[src/rtl/core/iwd_pkg.sv]
// Shared types, constants and the month offset table of the ISO week date pipeline.
package iwd_pkg;

	localparam logic [3:0] MON_JAN = 4'd1;
	localparam logic [3:0] MON_MAR = 4'd3;
	localparam logic [3:0] MON_DEC = 4'd12;

	// ceil(2^20 / 25): exact quotient for a 15-bit dividend
	localparam logic [15:0] RECIP_25 = 16'd41944;
	localparam int          RECIP_25_SHIFT = 20;
	// ceil(2^11 / 7): exact quotient for a dividend below 682
	localparam logic [8:0]  RECIP_7 = 9'd293;
	localparam int          RECIP_7_SHIFT = 11;

	localparam logic [5:0] WEEK_FIRST = 6'd1;
	localparam logic [5:0] WEEK_SHORT = 6'd52;
	localparam logic [5:0] WEEK_LONG  = 6'd53;

	// after stage 1: clamped date, leap-count year and its quotients
	typedef struct packed {
		logic [16:0] year;
		logic [3:0]  mon;
		logic [4:0]  day;
		logic        a_neg;
		logic [16:0] a;
		logic [14:0] q4;
		logic [10:0] q100;
	} iwd_s1_t;

	// after stage 2: leap flag, day of year and weekday seed sum
	typedef struct packed {
		logic [16:0]       year;
		logic              a_neg;
		logic              s;
		logic [1:0]        e;
		logic signed [9:0] f;
		logic [17:0]       sum_ab;
	} iwd_yr_t;

	// after stage 3: weekday of the leap-count year start
	typedef struct packed {
		logic [16:0]       year;
		logic              s;
		logic [1:0]        e;
		logic [2:0]        g;
		logic signed [9:0] f;
	} iwd_g_t;

	// after stage 4: weekday and Thursday-aligned day index
	typedef struct packed {
		logic [16:0]       year;
		logic              s;
		logic [2:0]        g;
		logic [2:0]        d;
		logic signed [9:0] n;
	} iwd_wd_t;

	// days before the first of the month, less one for Jan/Feb,
	// plus 58 for March onward (leap day added separately)
	function automatic logic signed [9:0] month_off(input logic [3:0] mon);
		logic signed [9:0] r;
		case (mon)
			4'd1:    r = -10'sd1;
			4'd2:    r = 10'sd30;
			4'd3:    r = 10'sd58;
			4'd4:    r = 10'sd89;
			4'd5:    r = 10'sd119;
			4'd6:    r = 10'sd150;
			4'd7:    r = 10'sd180;
			4'd8:    r = 10'sd211;
			4'd9:    r = 10'sd242;
			4'd10:   r = 10'sd272;
			4'd11:   r = 10'sd303;
			4'd12:   r = 10'sd333;
			default: r = -10'sd1;
		endcase
		return r;
	endfunction

endpackage

[src/rtl/core/iwd_leap.sv]
// Stages 1 and 2: month clamp, leap counts by 4/100/400, day of year.
module iwd_leap (
	input  logic              clk,
	input  logic              arst_n,
	input  logic              in_valid,
	output logic              in_ready,
	input  logic [16:0]       year,
	input  logic [3:0]        month,
	input  logic [4:0]        day,
	output logic              out_valid,
	input  logic              out_ready,
	output iwd_pkg::iwd_yr_t  out_data
);
	import iwd_pkg::*;

	logic    valid_s1, valid_s2;
	logic    rdy1, rdy2;
	iwd_s1_t data_s1, s1_c;
	iwd_yr_t data_s2, s2_c;

	logic [3:0]  mon_c;
	logic [30:0] prod_c;
	logic [15:0] q100x25_c;
	logic [10:0] q400_c;
	logic [15:0] b_c;
	logic        hi_c;

	assign rdy2     = !valid_s2 || out_ready;
	assign rdy1     = !valid_s1 || rdy2;
	assign in_ready = rdy1;

	always_comb begin
		if (month < MON_JAN) begin
			mon_c = MON_JAN;
		end else if (month > MON_DEC) begin
			mon_c = MON_DEC;
		end else begin
			mon_c = month;
		end
		s1_c.year  = year;
		s1_c.mon   = mon_c;
		s1_c.day   = day;
		s1_c.a_neg = (mon_c < MON_MAR) && (year == 17'd0);
		s1_c.a     = (mon_c < MON_MAR) ? year - 17'd1 : year;
		s1_c.q4    = s1_c.a[16:2];
		prod_c     = {16'd0, s1_c.q4} * {15'd0, RECIP_25};
		s1_c.q100  = prod_c[RECIP_25_SHIFT +: 11];
	end

	always_comb begin
		q100x25_c = {5'd0, data_s1.q100} * 16'd25;
		q400_c    = {2'd0, data_s1.q100[10:2]};
		b_c       = {1'b0, data_s1.q4} - {5'd0, data_s1.q100} + {5'd0, q400_c};
		hi_c      = data_s1.mon >= MON_MAR;
		s2_c.year   = data_s1.year;
		s2_c.a_neg  = data_s1.a_neg;
		s2_c.s      = !data_s1.a_neg && (data_s1.a[1:0] == 2'd0) &&
		              (({1'b0, data_s1.q4} != q100x25_c) || (data_s1.q100[1:0] == 2'd0));
		s2_c.e      = hi_c ? {1'b0, s2_c.s} + 2'd1 : 2'd0;
		s2_c.f      = $signed({5'd0, data_s1.day}) + month_off(data_s1.mon) +
		              $signed({9'd0, s2_c.s & hi_c});
		s2_c.sum_ab = {1'b0, data_s1.a} + {2'd0, b_c};
	end

	always_ff @(posedge clk or negedge arst_n) begin
		if (!arst_n) begin
			valid_s1 <= 1'b0;
			valid_s2 <= 1'b0;
		end else begin
			if (rdy1) valid_s1 <= in_valid;
			if (rdy2) valid_s2 <= valid_s1;
		end
	end

	always_ff @(posedge clk) begin
		if (rdy1 && in_valid) data_s1 <= s1_c;
		if (rdy2 && valid_s1) data_s2 <= s2_c;
	end

	assign out_valid = valid_s2;
	assign out_data  = data_s2;

endmodule

[src/rtl/core/iwd_weekday.sv]
// Stages 3 and 4: mod-7 reductions giving the year-start and date weekdays.
module iwd_weekday (
	input  logic              clk,
	input  logic              arst_n,
	input  logic              in_valid,
	output logic              in_ready,
	input  iwd_pkg::iwd_yr_t  in_data,
	output logic              out_valid,
	input  logic              out_ready,
	output iwd_pkg::iwd_wd_t  out_data
);
	import iwd_pkg::*;

	logic    valid_s3, valid_s4;
	logic    rdy3, rdy4;
	iwd_g_t  data_s3, s3_c;
	iwd_wd_t data_s4, s4_c;

	logic signed [10:0] t_c;

	// 8 = 1 mod 7: sum octal digits, then fold once more
	function automatic logic [2:0] mod7_18(input logic [17:0] x);
		logic [5:0] p;
		logic [3:0] q;
		p = {3'd0, x[17:15]} + {3'd0, x[14:12]} + {3'd0, x[11:9]} +
		    {3'd0, x[8:6]} + {3'd0, x[5:3]} + {3'd0, x[2:0]};
		q = {1'b0, p[5:3]} + {1'b0, p[2:0]};
		return (q >= 4'd7) ? 3'(q - 4'd7) : q[2:0];
	endfunction

	function automatic logic [2:0] mod7_9(input logic [8:0] x);
		logic [4:0] p;
		logic [3:0] q;
		p = {2'd0, x[8:6]} + {2'd0, x[5:3]} + {2'd0, x[2:0]};
		q = {2'd0, p[4:3]} + {1'b0, p[2:0]};
		return (q >= 4'd7) ? 3'(q - 4'd7) : q[2:0];
	endfunction

	assign rdy4     = !valid_s4 || out_ready;
	assign rdy3     = !valid_s3 || rdy4;
	assign in_ready = rdy3;

	always_comb begin
		s3_c.year = in_data.year;
		s3_c.s    = in_data.s;
		s3_c.e    = in_data.e;
		s3_c.f    = in_data.f;
		// year -1 (date in Jan/Feb of year 0): -2 mod 7
		s3_c.g    = in_data.a_neg ? 3'd5 : mod7_18(in_data.sum_ab);
	end

	always_comb begin
		// bias by 7 keeps the sum positive before reduction
		t_c = $signed({data_s3.f[9], data_s3.f}) + $signed({8'd0, data_s3.g}) -
		      $signed({9'd0, data_s3.e}) + 11'sd7;
		s4_c.year = data_s3.year;
		s4_c.s    = data_s3.s;
		s4_c.g    = data_s3.g;
		s4_c.d    = mod7_9(t_c[8:0]);
		s4_c.n    = data_s3.f + 10'sd3 - $signed({7'd0, s4_c.d});
	end

	always_ff @(posedge clk or negedge arst_n) begin
		if (!arst_n) begin
			valid_s3 <= 1'b0;
			valid_s4 <= 1'b0;
		end else begin
			if (rdy3) valid_s3 <= in_valid;
			if (rdy4) valid_s4 <= valid_s3;
		end
	end

	always_ff @(posedge clk) begin
		if (rdy3 && in_valid) data_s3 <= s3_c;
		if (rdy4 && valid_s3) data_s4 <= s4_c;
	end

	assign out_valid = valid_s4;
	assign out_data  = data_s4;

endmodule

[src/rtl/core/iwd_week.sv]
// Stage 5: week number with year-boundary correction, output register.
module iwd_week (
	input  logic              clk,
	input  logic              arst_n,
	input  logic              in_valid,
	output logic              in_ready,
	input  iwd_pkg::iwd_wd_t  in_data,
	output logic              out_valid,
	input  logic              out_ready,
	output logic [5:0]        iso_week,
	output logic [16:0]       iso_week_year,
	output logic [2:0]        iso_weekday
);
	import iwd_pkg::*;

	logic        valid_s5;
	logic        rdy5;
	logic [5:0]  week_s5, week_c;
	logic [16:0] wyear_s5, wyear_c;
	logic [2:0]  wday_s5;
	logic [17:0] prod_c;
	logic        prev_c, next_c;

	assign rdy5     = !valid_s5 || out_ready;
	assign in_ready = rdy5;

	always_comb begin
		prev_c = in_data.n < 10'sd0;
		next_c = in_data.n > (10'sd364 + $signed({9'd0, in_data.s}));
		prod_c = {9'd0, in_data.n[8:0]} * {9'd0, RECIP_7};
		if (prev_c) begin
			week_c  = ({1'b0, in_data.g} >= ({3'd0, in_data.s} + 4'd5)) ?
			          WEEK_SHORT : WEEK_LONG;
			wyear_c = in_data.year - 17'd1;
		end else if (next_c) begin
			week_c  = WEEK_FIRST;
			wyear_c = in_data.year + 17'd1;
		end else begin
			week_c  = prod_c[RECIP_7_SHIFT +: 6] + WEEK_FIRST;
			wyear_c = in_data.year;
		end
	end

	always_ff @(posedge clk or negedge arst_n) begin
		if (!arst_n) begin
			valid_s5 <= 1'b0;
		end else if (rdy5) begin
			valid_s5 <= in_valid;
		end
	end

	always_ff @(posedge clk) begin
		if (rdy5 && in_valid) begin
			week_s5  <= week_c;
			wyear_s5 <= wyear_c;
			wday_s5  <= in_data.d + 3'd1;
		end
	end

	assign out_valid     = valid_s5;
	assign iso_week      = week_s5;
	assign iso_week_year = wyear_s5;
	assign iso_weekday   = wday_s5;

endmodule

[src/rtl/core/iso_week_date_top.sv]
// Top level of the ISO 8601 week date converter.
//
// Input channel: in_valid / in_ready with year, month, day. One beat is one
// Gregorian date. Month 0 is read as January, months above 12 as December;
// days are not range-checked and roll into the adjacent month.
// Output channel: out_valid / out_ready with iso_week, iso_week_year and
// iso_weekday (1 = Monday .. 7 = Sunday). Every input beat gives one output
// beat, in order.
// Pipeline: five register stages; the accept edge loads s1, and the beat then
// moves on through s2 to s5, where out_valid rises and the result can leave:
//   s1 month clamp, year/4 and year/100 (reciprocal multiply)
//   s2 leap flag, leap count, day of year
//   s3 year-start weekday (mod 7 by octal digit folding)
//   s4 weekday of the date, Thursday-aligned day index
//   s5 week number (multiply by reciprocal of 7) and year correction
// Throughput: one date per cycle while out_ready stays high.
// Stall: a stage holds its beat while the next is full and not taking; empty
// stages keep filling, so nothing is dropped or repeated. in_ready is low only
// when all five stages hold a beat and out_ready is low.
// Reset: arst_n clears the stage valid bits; data registers are not reset.
module iso_week_date_top (
	input  logic        clk,
	input  logic        arst_n,
	input  logic        in_valid,
	output logic        in_ready,
	input  logic [16:0] year,
	input  logic [3:0]  month,
	input  logic [4:0]  day,
	output logic        out_valid,
	input  logic        out_ready,
	output logic [5:0]  iso_week,
	output logic [16:0] iso_week_year,
	output logic [2:0]  iso_weekday
);
	import iwd_pkg::*;

	iwd_yr_t yr_data;
	iwd_wd_t wd_data;
	logic    yr_valid, yr_ready;
	logic    wd_valid, wd_ready;

	// stages 1-2: leap arithmetic and day of year
	iwd_leap u_leap (
		.clk       (clk),
		.arst_n    (arst_n),
		.in_valid  (in_valid),
		.in_ready  (in_ready),
		.year      (year),
		.month     (month),
		.day       (day),
		.out_valid (yr_valid),
		.out_ready (yr_ready),
		.out_data  (yr_data)
	);

	// stages 3-4: weekday reductions
	iwd_weekday u_weekday (
		.clk       (clk),
		.arst_n    (arst_n),
		.in_valid  (yr_valid),
		.in_ready  (yr_ready),
		.in_data   (yr_data),
		.out_valid (wd_valid),
		.out_ready (wd_ready),
		.out_data  (wd_data)
	);

	// stage 5: week number and output register
	iwd_week u_week (
		.clk           (clk),
		.arst_n        (arst_n),
		.in_valid      (wd_valid),
		.in_ready      (wd_ready),
		.in_data       (wd_data),
		.out_valid     (out_valid),
		.out_ready     (out_ready),
		.iso_week      (iso_week),
		.iso_week_year (iso_week_year),
		.iso_weekday   (iso_weekday)
	);

	// an empty output stage means nothing upstream can be blocked
	a_ready_when_drained: assert property (@(posedge clk) disable iff (!arst_n)
		!out_valid |-> in_ready)
		else $error("input stalled with empty output stage");

	a_weekday_range: assert property (@(posedge clk) disable iff (!arst_n)
		out_valid |-> (iso_weekday != 3'd0))
		else $error("weekday out of range");

	a_week_range: assert property (@(posedge clk) disable iff (!arst_n)
		out_valid |-> (iso_week != 6'd0) && (iso_week <= WEEK_LONG))
		else $error("week number out of range");

	// a stalled result holds still until taken
	a_out_hold: assert property (@(posedge clk) disable iff (!arst_n)
		out_valid && !out_ready |=> out_valid && $stable(iso_week) &&
		$stable(iso_week_year) && $stable(iso_weekday))
		else $error("output beat changed while stalled");

endmodule

[config.mk]
export PLATFORM = sky130hd
export DESIGN_NAME = iso_week_date_top
export DESIGN_NICKNAME = d
export VERILOG_FILES = /design/src/rtl/core/iwd_pkg.sv /design/src/rtl/core/iwd_leap.sv /design/src/rtl/core/iwd_weekday.sv /design/src/rtl/core/iwd_week.sv /design/src/rtl/core/iso_week_date_top.sv
export SDC_FILE = /design/constraint.sdc
export NUM_CORES = 1
export LEC_CHECK = 0
export BUFFER_PORTS_ARGS = -buffer_cell sky130_fd_sc_hd__buf_2
export CAP_MARGIN = 20
export CORE_AREA = 2 2 222 224
export DETAILED_ROUTE_END_ITERATION = 12
export DIE_AREA = 0 0 224 226
export PLACE_DENSITY = 0.51
export SYNTH_ARGS = -nofsm -noshare
export SYNTH_HDL_FRONTEND = slang
export SYNTH_SLANG_ARGS = --single-unit
[constraint.sdc]
create_clock -name clk -period 20.3 [get_ports clk]
set_clock_uncertainty 0.15 [all_clocks]
set_input_delay 0 -clock clk [delete_from_list [all_inputs] [get_ports clk]]
set_output_delay 0 -clock clk [all_outputs]
set_load 0.02 [all_outputs]
==> results.yml, run 1 <==
worst_setup_path:
  arrival_ps: 7840
  critPathRequiredTime_ps: 20440
  critPathMaxStageDelay_ps: 760
  slowest_stage: "xnor2_1"
  critical_path.reg2reg.endpoint: "u_weekday.out_data[9]"
  crit_top_cell: "fa_1"
  worstPathMaxFanout: 7
  crit_path_end_kind: "register"
  crit_path_start_kind: "primary input"
  reg2reg_slack_ps: 12830
  reg2reg_from: "u_weekday.data_s3[1]"
  rr_worst_depth: 27
  path_class: "primary input to register"
placed_design:
  portBuffers: 57
  post-place-cells: 2135
  dp_hpwl_um: 27000
  place.gp.congestion: 0.819
cells_and_area:
  n_antenna_cell: 0
  fin_nets: 1991
  final_layout_size_suffix_gt1_share_pct: 7.90
  layout_common_cells: "ha_1 (275), inv_1 (273), edfxtp_1 (197)"
  final_cell_count_no_fill: 2216
  fillers: 4686
  final_common_cell: "ha_1"
  areaGrowthSynthToFinish_pct: 13.4
clocking:
  clockBufferDepth: 3
  postCtsResizedCells: 0
  cts-root-buf: "clkbuf_16"
  numCtsBuffers: 26
  htreeDepth: 1
  clk_latency_ps: 540
  cts.sinks: 212
  cts_tree: "yes"
  clk_pin_slew_ps: 50
drt:
  drtIter0Drc: 410
  wl_per_cell_um: 14.8
  routed_wl_um: 32700
  vias: 10300
  firstDrtPassIters: 5
  ant_nets: 0
  vias_per_cell: 4.65
  drc: 0
floorplanning:
  rows: 81
  initial_utilization_pct: 34.6
  coreArea_um2: 48300
  die_area_um2: 50600
  dieWidth_um: 224
  die_h_um: 226
  io_pins: 58
global_route:
  grt_max_degree: 50
  grt_antenna_before_repair: 0
  grt_pass1_wl_um: 54600
  grt_overflow: 0
  grt_usage_pct: 13.6
  first_global_vias: 10600
yosys:
  ys_warn_count: 0
  yosys-top-cells-area: "edfxtp_1 (35%), ha_1 (21%), fa_1 (13%)"
  yosysTopAreaCellShare_pct: 35.4
  yosysTopAreaCell: "edfxtp_1"
  synth_edf_count: 197
  ys_seq_area_share_pct: 37.3
  netlist_instances: 1455
  syn-num-nets: 1872
  ys_async_sr_fraction_pct: 2.36
  mappedNetlistArea_um2: 16700
  synth_cell_types: 69
  synthFlopType: "edfxtp_1"
  syn_avg_cell_area_um2: 11.5
  ys_ff_latch: 212
sta:
  holdWs_ps: 22.3
  tns_ps: 0
  final.min_clock_period_ps: 7700
  fin_crit_sh_pct: 37.9
  tightestPinTransition_ps: 1020
  grt_setup_unrepaired: "no"
  max_freq_ghz: 0.130
  finalMaxSlewViolations: 0
  setup_viol: 0
  final_hold_viol_count: 0
  slew_headroom_pct: 30.3
min_path:
  hold_path_class: "primary input to register"
  min_path_cells: 2
  min_from: "day[0]"
  holdPathEnd: "u_leap.data_s1[44]"
run_status:
  outcome: "finished clean"
job:
  cap_viol_max_count: 0
==> what timing repair did <==
action | in CTS | in global routing
hold buffers | 32 | 0
endpoints found under the hold margin | 62 | 0
setup endpoints to repair | 0 | 0
setup buffers | 0 | 0
==> cell type report <==
class / count / area, um^2 / share of cell area (%)
Multi-Input combinational cell: 961 / 9430 / 49.7
Sequential cell: 212 / 6240 / 32.9
Inverter: 274 / 1030 / 5.42
Tap cell: 622 / 778 / 4.10
Timing Repair Buffer: 99 / 693 / 3.65
Clock buffer: 29 / 662 / 3.49
Clock inverter: 19 / 139 / 0.732
==> Yosys cell counts (2+ instances only) <==
master and instances:
ha_1 275, o21bai_1 17, nor3_1 18, a21boi_0 3, edfxtp_1 197, o32ai_1 2
nor2b_1 18, inv_1 273, nand4_1 15, o31ai_1 3, a31oi_1 11, a21o_1 32
a2111oi_0 3, a21oi_1 67, dfrtp_1 5, dfxtp_1 10, a211oi_1 4, nor4b_1 2
or3_1 7, clkbuf_1 6, or2_2 6, nand2_1 54, or3_4 2, nor4_1 6
xor2_1 51, or4_1 5, mux2i_1 7, xnor2_1 85, a31o_2 2, fa_1 112
o22ai_1 2, o21ai_0 31, nor2_1 55, nand2b_1 15, nand3_1 9, and3_1 6
and2_1 7
==> worst max path at each step <==
stage / startpoint / endpoint / slack [ps] / depth (start not counted)
2_1_floorplan: u_weekday.data_s3[1] / u_weekday.out_data[9] / 13390 / 27
3_3_place_gp: month[0] / u_leap.data_s1[8] / 12650 / 24
3_5_place_dp: month[3] / u_leap.data_s1[8] / 12470 / 24
4_1_cts: month[3] / u_leap.data_s1[8] / 12530 / 25
5_1_grt: month[0] / u_leap.data_s1[8] / 12090 / 25
6_report: month[0] / u_leap.data_s1[8] / 12600 / 25
==> critical path: cells and delay by family <==
| family | cells | cell delay (ps) |
|---|---|---|
| compound gates | 8 | 2290 |
| xor+xnor | 2 | 900 |
| buf+inv | 4 | 770 |
| fa+ha+maj | 6 | 2640 |
| simple gates | 5 | 1230 |
==> per-stage QoR <==
step / instance area (um^2) / utilization, % / setup WS (ps)
2_1_floorplan: 16700 / - / 13390
3_3_place_gp: 17800 / 36.9 / 12650
3_5_place_dp: 17800 / 36.9 / 12470
4_1_cts: 19000 / 39.2 / 12530
5_1_grt: 19000 / 39.2 / 12090
6_report: 19000 / 39.2 / 12600
==> per-layer routing <==
metal	wire [um]	global-route usage [%]	up-vias
li1	-	-	5218
met1	15500	18.2	4927
met2	15400	22.9	123
met3	1020	1.67	47
met4	773	4.11	0
met5	0	0	-
==> cells by family (layout without fill, tap and decap cells) <==
family                     count (synthesis)  after routing  share of synthesized area (%)
buffers and inverters                    282            421                           6.34
muxes                                      8              8                          0.486
adders and majority gates                387            387                           34.0
xor gates and xnor gates                 137            137                           7.22
AOI/OAI and AO/OA                        196            196                           7.54
and+or+nand+nor                          233            233                           7.13
DFF                                      212            212                           37.3
==> registers in the layout, summed over array words and instances, names as in the netlist, named ones only <==
signal and count:
u_leap.out_valid 1, u_leap.valid_s1 1, u_weekday.out_valid 1, u_leap.data_s1 55, u_week.out_valid 1, u_weekday.data_s3 33, u_week.iso_weekday 3, u_week.iso_week 6
u_leap.out_data 49, u_weekday.valid_s3 1, u_weekday.out_data 34, u_week.iso_week_year 17
Power of run 1 is left out: the tool's default activity adds up to more than one toggle a clock period on the data nets, which glitch-free logic cannot reach.
==> run 2: changes to the inputs <==
==> constraint.sdc (replaced) <==
create_clock -name clk -period 7.1 [get_ports clk]
set_clock_uncertainty 0.15 [all_clocks]
set_input_delay 0 -clock clk [delete_from_list [all_inputs] [get_ports clk]]
set_output_delay 0 -clock clk [all_outputs]
set_load 0.02 [all_outputs]
==> results.yml, run 2 (synthesis gave the netlist of run 1 again) <==
drt:
  drc: 0
  drtIter0Drc: 399
  ant_nets: 0
  vias: 10400
  firstDrtPassIters: 5
  vias_per_cell: 4.60
  routed_wl_um: 33300
  wl_per_cell_um: 14.8
sta:
  max_freq_ghz: 0.146
  final.min_clock_period_ps: 6850
  tightestPinTransition_ps: 901
  setup_slack_ps: 248
  slew_headroom_pct: 38.2
  setup_viol: 0
  final_hold_viol_count: 0
  fin_crit_sh_pct: 96.5
  holdWs_ps: 6.52
  finalMaxSlewViolations: 0
worst_setup_path:
  worstPathMaxFanout: 6
  path_class: "primary input to register"
  crit_path_end_kind: "register"
  critPathRequiredTime_ps: 7240
  rr_worst_depth: 28
  crit_path_start_kind: "primary input"
  reg2reg_slack_ps: 310
  reg2reg_from: "u_weekday.data_s3[1]"
  arrival_ps: 6990
  critical_path.reg2reg.endpoint: "u_weekday.out_data[9]"
clocking:
  cts_tree: "yes"
  numCtsBuffers: 27
  clk_latency_ps: 570
  clk_pin_slew_ps: 50
  clockBufferDepth: 3
  htreeDepth: 1
  cts-root-buf: "clkbuf_16"
  cts.sinks: 212
cells_and_area:
  areaGrowthSynthToFinish_pct: 16.9
  largest_reg_flops: 55
  final_cell_count_no_fill: 2256
  fin_nets: 2030
  top_register: "u_leap.data_s1"
  layout_common_cells: "inv_1 (273), ha_1 (268), edfxtp_1 (197)"
  n_antenna_cell: 0
  final_common_cell: "inv_1"
  postLayoutCellArea_um2: 19500
  final_layout_size_suffix_gt1_share_pct: 11.2
floorplanning:
  coreArea_um2: 48300
  dieWidth_um: 224
  rows: 81
  die_h_um: 226
  die_area_um2: 50600
  initial_utilization_pct: 34.6
  io_pins: 58
global_route:
  grt_pass1_wl_um: 55300
  grt_antenna_before_repair: 1
  grt_overflow: 0
  grt_usage_pct: 13.7
  first_global_vias: 10900
  grt_max_degree: 54
min_path:
  min_path_cells: 2
  holdPathEnd: "u_leap.data_s1[50]"
  hold_path_class: "primary input to register"
  min_from: "month[2]"
placed_design:
  portBuffers: 57
  dp_slack_ps: -118
  placed_cell_area_um2: 18000
  post-place-cells: 2158
  dp_hpwl_um: 27300
  place.gp.congestion: 0.832
run_status:
  outcome: "finished clean"
job:
  cap_viol_max_count: 0
run 2: changes by cell type in the layout (fill, tap and decap cells not counted), moves of 3 or more:
| cell | before | now |
|---|---|---|
| a21oi_1 | 67 | 62 |
| a21oi_2 | 0 | 5 |
| buf_2 | 57 | 53 |
| buf_4 | 9 | 42 |
| bufinv_16 | 1 | 4 |
| dlygate4sd3_1 | 32 | 36 |
| dlymetal6s4s_1 | 0 | 4 |
| fa_1 | 112 | 109 |
| fa_2 | 0 | 3 |
| ha_1 | 275 | 268 |
| ha_2 | 0 | 4 |
| ha_4 | 0 | 3 |
run 2: what timing repair did:
item	in CTS	in global routing
pin swaps	3	23
setup endpoints to repair	1	10
buffers inserted	3	8
resized for setup	2	27
hold endpoints to repair	65	4
hold buffers	36	4
run 2: layout make-up:
cell class,count,area [um^2]
clock buffer,28,679
clock inverter,22,246
fill,4661,28800
inverter,274,1030
multi-input combinational,961,9550
sequential,212,6240
tap,622,778
timing repair buffer,137,1020
run 2: how the worst max path moves through the flow:
stage | startpoint | end | slack (ps) | cells past startpoint
detailed placement | u_weekday.data_s3[1] | u_weekday.out_data[9] | -120 | 27
floorplan | u_weekday.data_s3[1] | u_weekday.out_data[9] | 190 | 27
global route | u_weekday.data_s3[1] | u_weekday.out_data[9] | -50 | 28
finish | year[0] | u_leap.data_s1[8] | 250 | 24
global placement | u_weekday.data_s3[1] | u_weekday.out_data[9] | 90 | 27
CTS | u_weekday.data_s3[1] | u_weekday.out_data[9] | 0.1 | 27
run 2: worst max-delay path: stages:
cell and delay [ps]:
dlygate4sd3_1 540, buf_2 150, inv_1 90, ha_1 160, nand2_2 60, or3_4 410, or2_4 250, or3b_4 410
or3_4 410, xnor2_4 260, buf_6 160, fa_1 390, ha_1 320, fa_1 470, fa_1 520, fa_1 480
ha_1 360, a2111oi_2 410, o31ai_2 160, a221oi_2 230, buf_4 190, o31ai_2 90, o31a_1 320, xor2_1 150
run 2: metal layers:
metal | vias up | GRT usage [%] | wire length (um)
li1 | 5288 | - | -
met1 | 4914 | 18.3 | 15800
met2 | 132 | 23.3 | 15700
met3 | 51 | 1.89 | 1090
met4 | 0 | 3.89 | 762
met5 | - | 0 | 0
run 2: through the flow:
step | util [%] | TNS [ps]
after global routing | 40.4 | -88.6
after floorplan | - | 0
final | 40.4 | 0
after global placement | 37.2 | 0
after CTS | 40.0 | 0
after detailed placement | 37.2 | -120
Power of run 2 is left out for the same reason.
==> run 3: changes to the inputs <==
--- a/config.mk
+++ b/config.mk
@@ -5,11 +5,12 @@
 export SDC_FILE = /design/constraint.sdc
 export NUM_CORES = 1
 export LEC_CHECK = 0
+export ABC_AREA = 1
 export BUFFER_PORTS_ARGS = -buffer_cell sky130_fd_sc_hd__buf_2
 export CAP_MARGIN = 20
-export CORE_AREA = 2 2 222 224
+export CORE_AREA = 2 2 232 234
 export DETAILED_ROUTE_END_ITERATION = 12
-export DIE_AREA = 0 0 224 226
+export DIE_AREA = 0 0 234 236
 export PLACE_DENSITY = 0.51
 export SYNTH_ARGS = -nofsm -noshare
 export SYNTH_HDL_FRONTEND = slang
==> results.yml, run 3 <==
run_status:
  outcome: "finished clean"
yosys:
  synth_common_cells: "inv_1 (419), nand2_1 (343), ha_1 (275), edfxtp_1 (197), nor2_1 (117)"
  synth_edf_count: 197
  ys_ff_latch: 212
  yosysTopAreaCell: "edfxtp_1"
  yosys-top-cells-area: "edfxtp_1 (32%), ha_1 (19%), fa_1 (12%)"
  syn-num-nets: 2376
  ys_warn_count: 0
  synth_most_common_cell: "inv_1"
  yosysTopAreaCellShare_pct: 32.3
  mappedNetlistArea_um2: 18300
  ys_async_sr_fraction_pct: 2.36
  ys_seq_area_share_pct: 34.1
  synth_cell_types: 47
  synthFlopType: "edfxtp_1"
  syn_avg_cell_area_um2: 9.35
  netlist_instances: 1959
sta:
  slew_headroom_pct: 49.9
  finalMaxSlewViolations: 0
  max_freq_ghz: 0.148
  fin_crit_sh_pct: 94.8
  tightestPinTransition_ps: 751
  final_hold_viol_count: 0
  final.min_clock_period_ps: 6730
  holdWs_ps: 37.9
  setup_viol: 0
worst_setup_path:
  critPathMaxStageDelay_ps: 550
  path_class: "register to register"
  slowest_stage: "fa_1"
  worstPathMaxFanout: 3
  crit_path_start_kind: "register"
  critPathRequiredTime_ps: 7220
  crit_path_end_kind: "register"
  arrival_ps: 6850
drt:
  wl_per_cell_um: 13.6
  firstDrtPassIters: 5
  drc: 0
  vias: 12700
  routed_wl_um: 38000
  vias_per_cell: 4.52
  ant_nets: 0
  drtIter0Drc: 524
cells_and_area:
  fillers: 5273
  areaGrowthSynthToFinish_pct: 13.2
  layout_common_cells: "inv_1 (418), nand2_1 (342), ha_1 (273)"
  seq_area_um2: 6240
  top_register: "u_leap.data_s1"
  fin_nets: 2497
  multi_input_area_um2: 10500
  largest_reg_flops: 55
  final_common_cell: "inv_1"
  final_layout_size_suffix_gt1_share_pct: 7.10
floorplanning:
  rows: 85
  coreArea_um2: 53100
  io_pins: 58
  die_area_um2: 55200
  die_h_um: 236
  dieWidth_um: 234
  initial_utilization_pct: 34.5
global_route:
  first_global_vias: 12900
  grt_usage_pct: 14.4
  grt_overflow: 0
  grt_pass1_wl_um: 64400
  grt_max_degree: 56
  grt_antenna_before_repair: 3
clocking:
  cts-root-buf: "clkbuf_16"
  clk_pin_slew_ps: 60
  numCtsBuffers: 26
  clockBufferDepth: 3
  cts.sinks: 212
  cts_tree: "yes"
  clk_latency_ps: 540
  htreeDepth: 1
placed_design:
  portBuffers: 57
  place.gp.congestion: 0.900
  dp_hpwl_um: 31700
job:
  cap_viol_max_count: 0
min_path:
  hold_path_class: "primary input to register"
run 3: routing by layer:
layer | vias up | share of wire (%) | wire length (um) | GRT usage (%)
li1 | 6590 | - | - | -
met1 | 5844 | 46 | 17500 | 18.7
met2 | 161 | 47 | 18100 | 24.6
met3 | 62 | 3.2 | 1200 | 1.85
met4 | 2 | 3.2 | 1220 | 4.64
met5 | - | 0.018 | 7 | 0
run 3: kinds of logic after synthesis:
| group | share of synthesized area [%] |
|---|---|
| DFF | 34.1 |
| buffers and inverters | 8.97 |
| and+or+nand+nor | 14.2 |
| xor gates and xnor gates | 6.10 |
| AOI/OAI and AO/OA | 5.69 |
| adders and majority gates | 31.0 |
run 3: critical path, delay by kind of cell (launching register included):
kind,cells,cell delay (ps)
AOI/OAI and AO/OA,5,710
xor gates and xnor gates,4,580
adders and majority gates,11,3460
buffers and inverters,3,160
DFF,1,420
and+or+nand+nor,8,960
run 3: area by class of cell:
| class | instances | area share [%] |
|---|---|---|
| Multi-Input combinational cell | 1311 | 50.5 |
| Clock buffer | 34 | 3.48 |
| Antenna cell | 2 | 0.0241 |
| Tap cell | 696 | 4.20 |
| Sequential cell | 212 | 30.1 |
| Timing Repair Buffer | 106 | 3.53 |
| Inverter | 423 | 7.66 |
| Clock inverter | 14 | 0.525 |
run 3: final timing paths:
path / start / to / slack [ps] / depth (start not counted)
max: u_weekday.data_s3[11] / u_weekday.out_data[9] / 370 / 31
max reg2reg: u_weekday.data_s3[11] / u_weekday.out_data[9] / 370 / 31
max in group asynchronous: arst_n / u_weekday.valid_s3 / 6370 / 3
min in group asynchronous: arst_n / u_leap.valid_s1 / 240 / 3
min reg2reg: u_leap.out_data[34] / u_weekday.data_s3[18] / 260 / 0
min: day[3] / u_leap.data_s1[47] / 40 / 2
run 3: timing repair:
action | in CTS | in global routing
resized for setup | 0 | 11
setup endpoints to repair | 0 | 2
buffers inserted | 0 | 2
hold buffers | 30 | 0
hold endpoints to repair | 86 | 0
run 3: stage by stage:
step                instance area [um^2]  setup slack (ps)  setup TNS [ps]  instances  util (%)
detailed placement                 19600              40.9               0       2716      36.9
global placement                   19600               117               0       2715      36.9
CTS                                20700              41.3               0       2794      39.0
global route                       20700             -18.2           -18.2       2798      39.1
finish                             20700               366               0       2798      39.1
floorplan                          18300               436               0       1959         -
Power of run 3 is left out for the same reason.
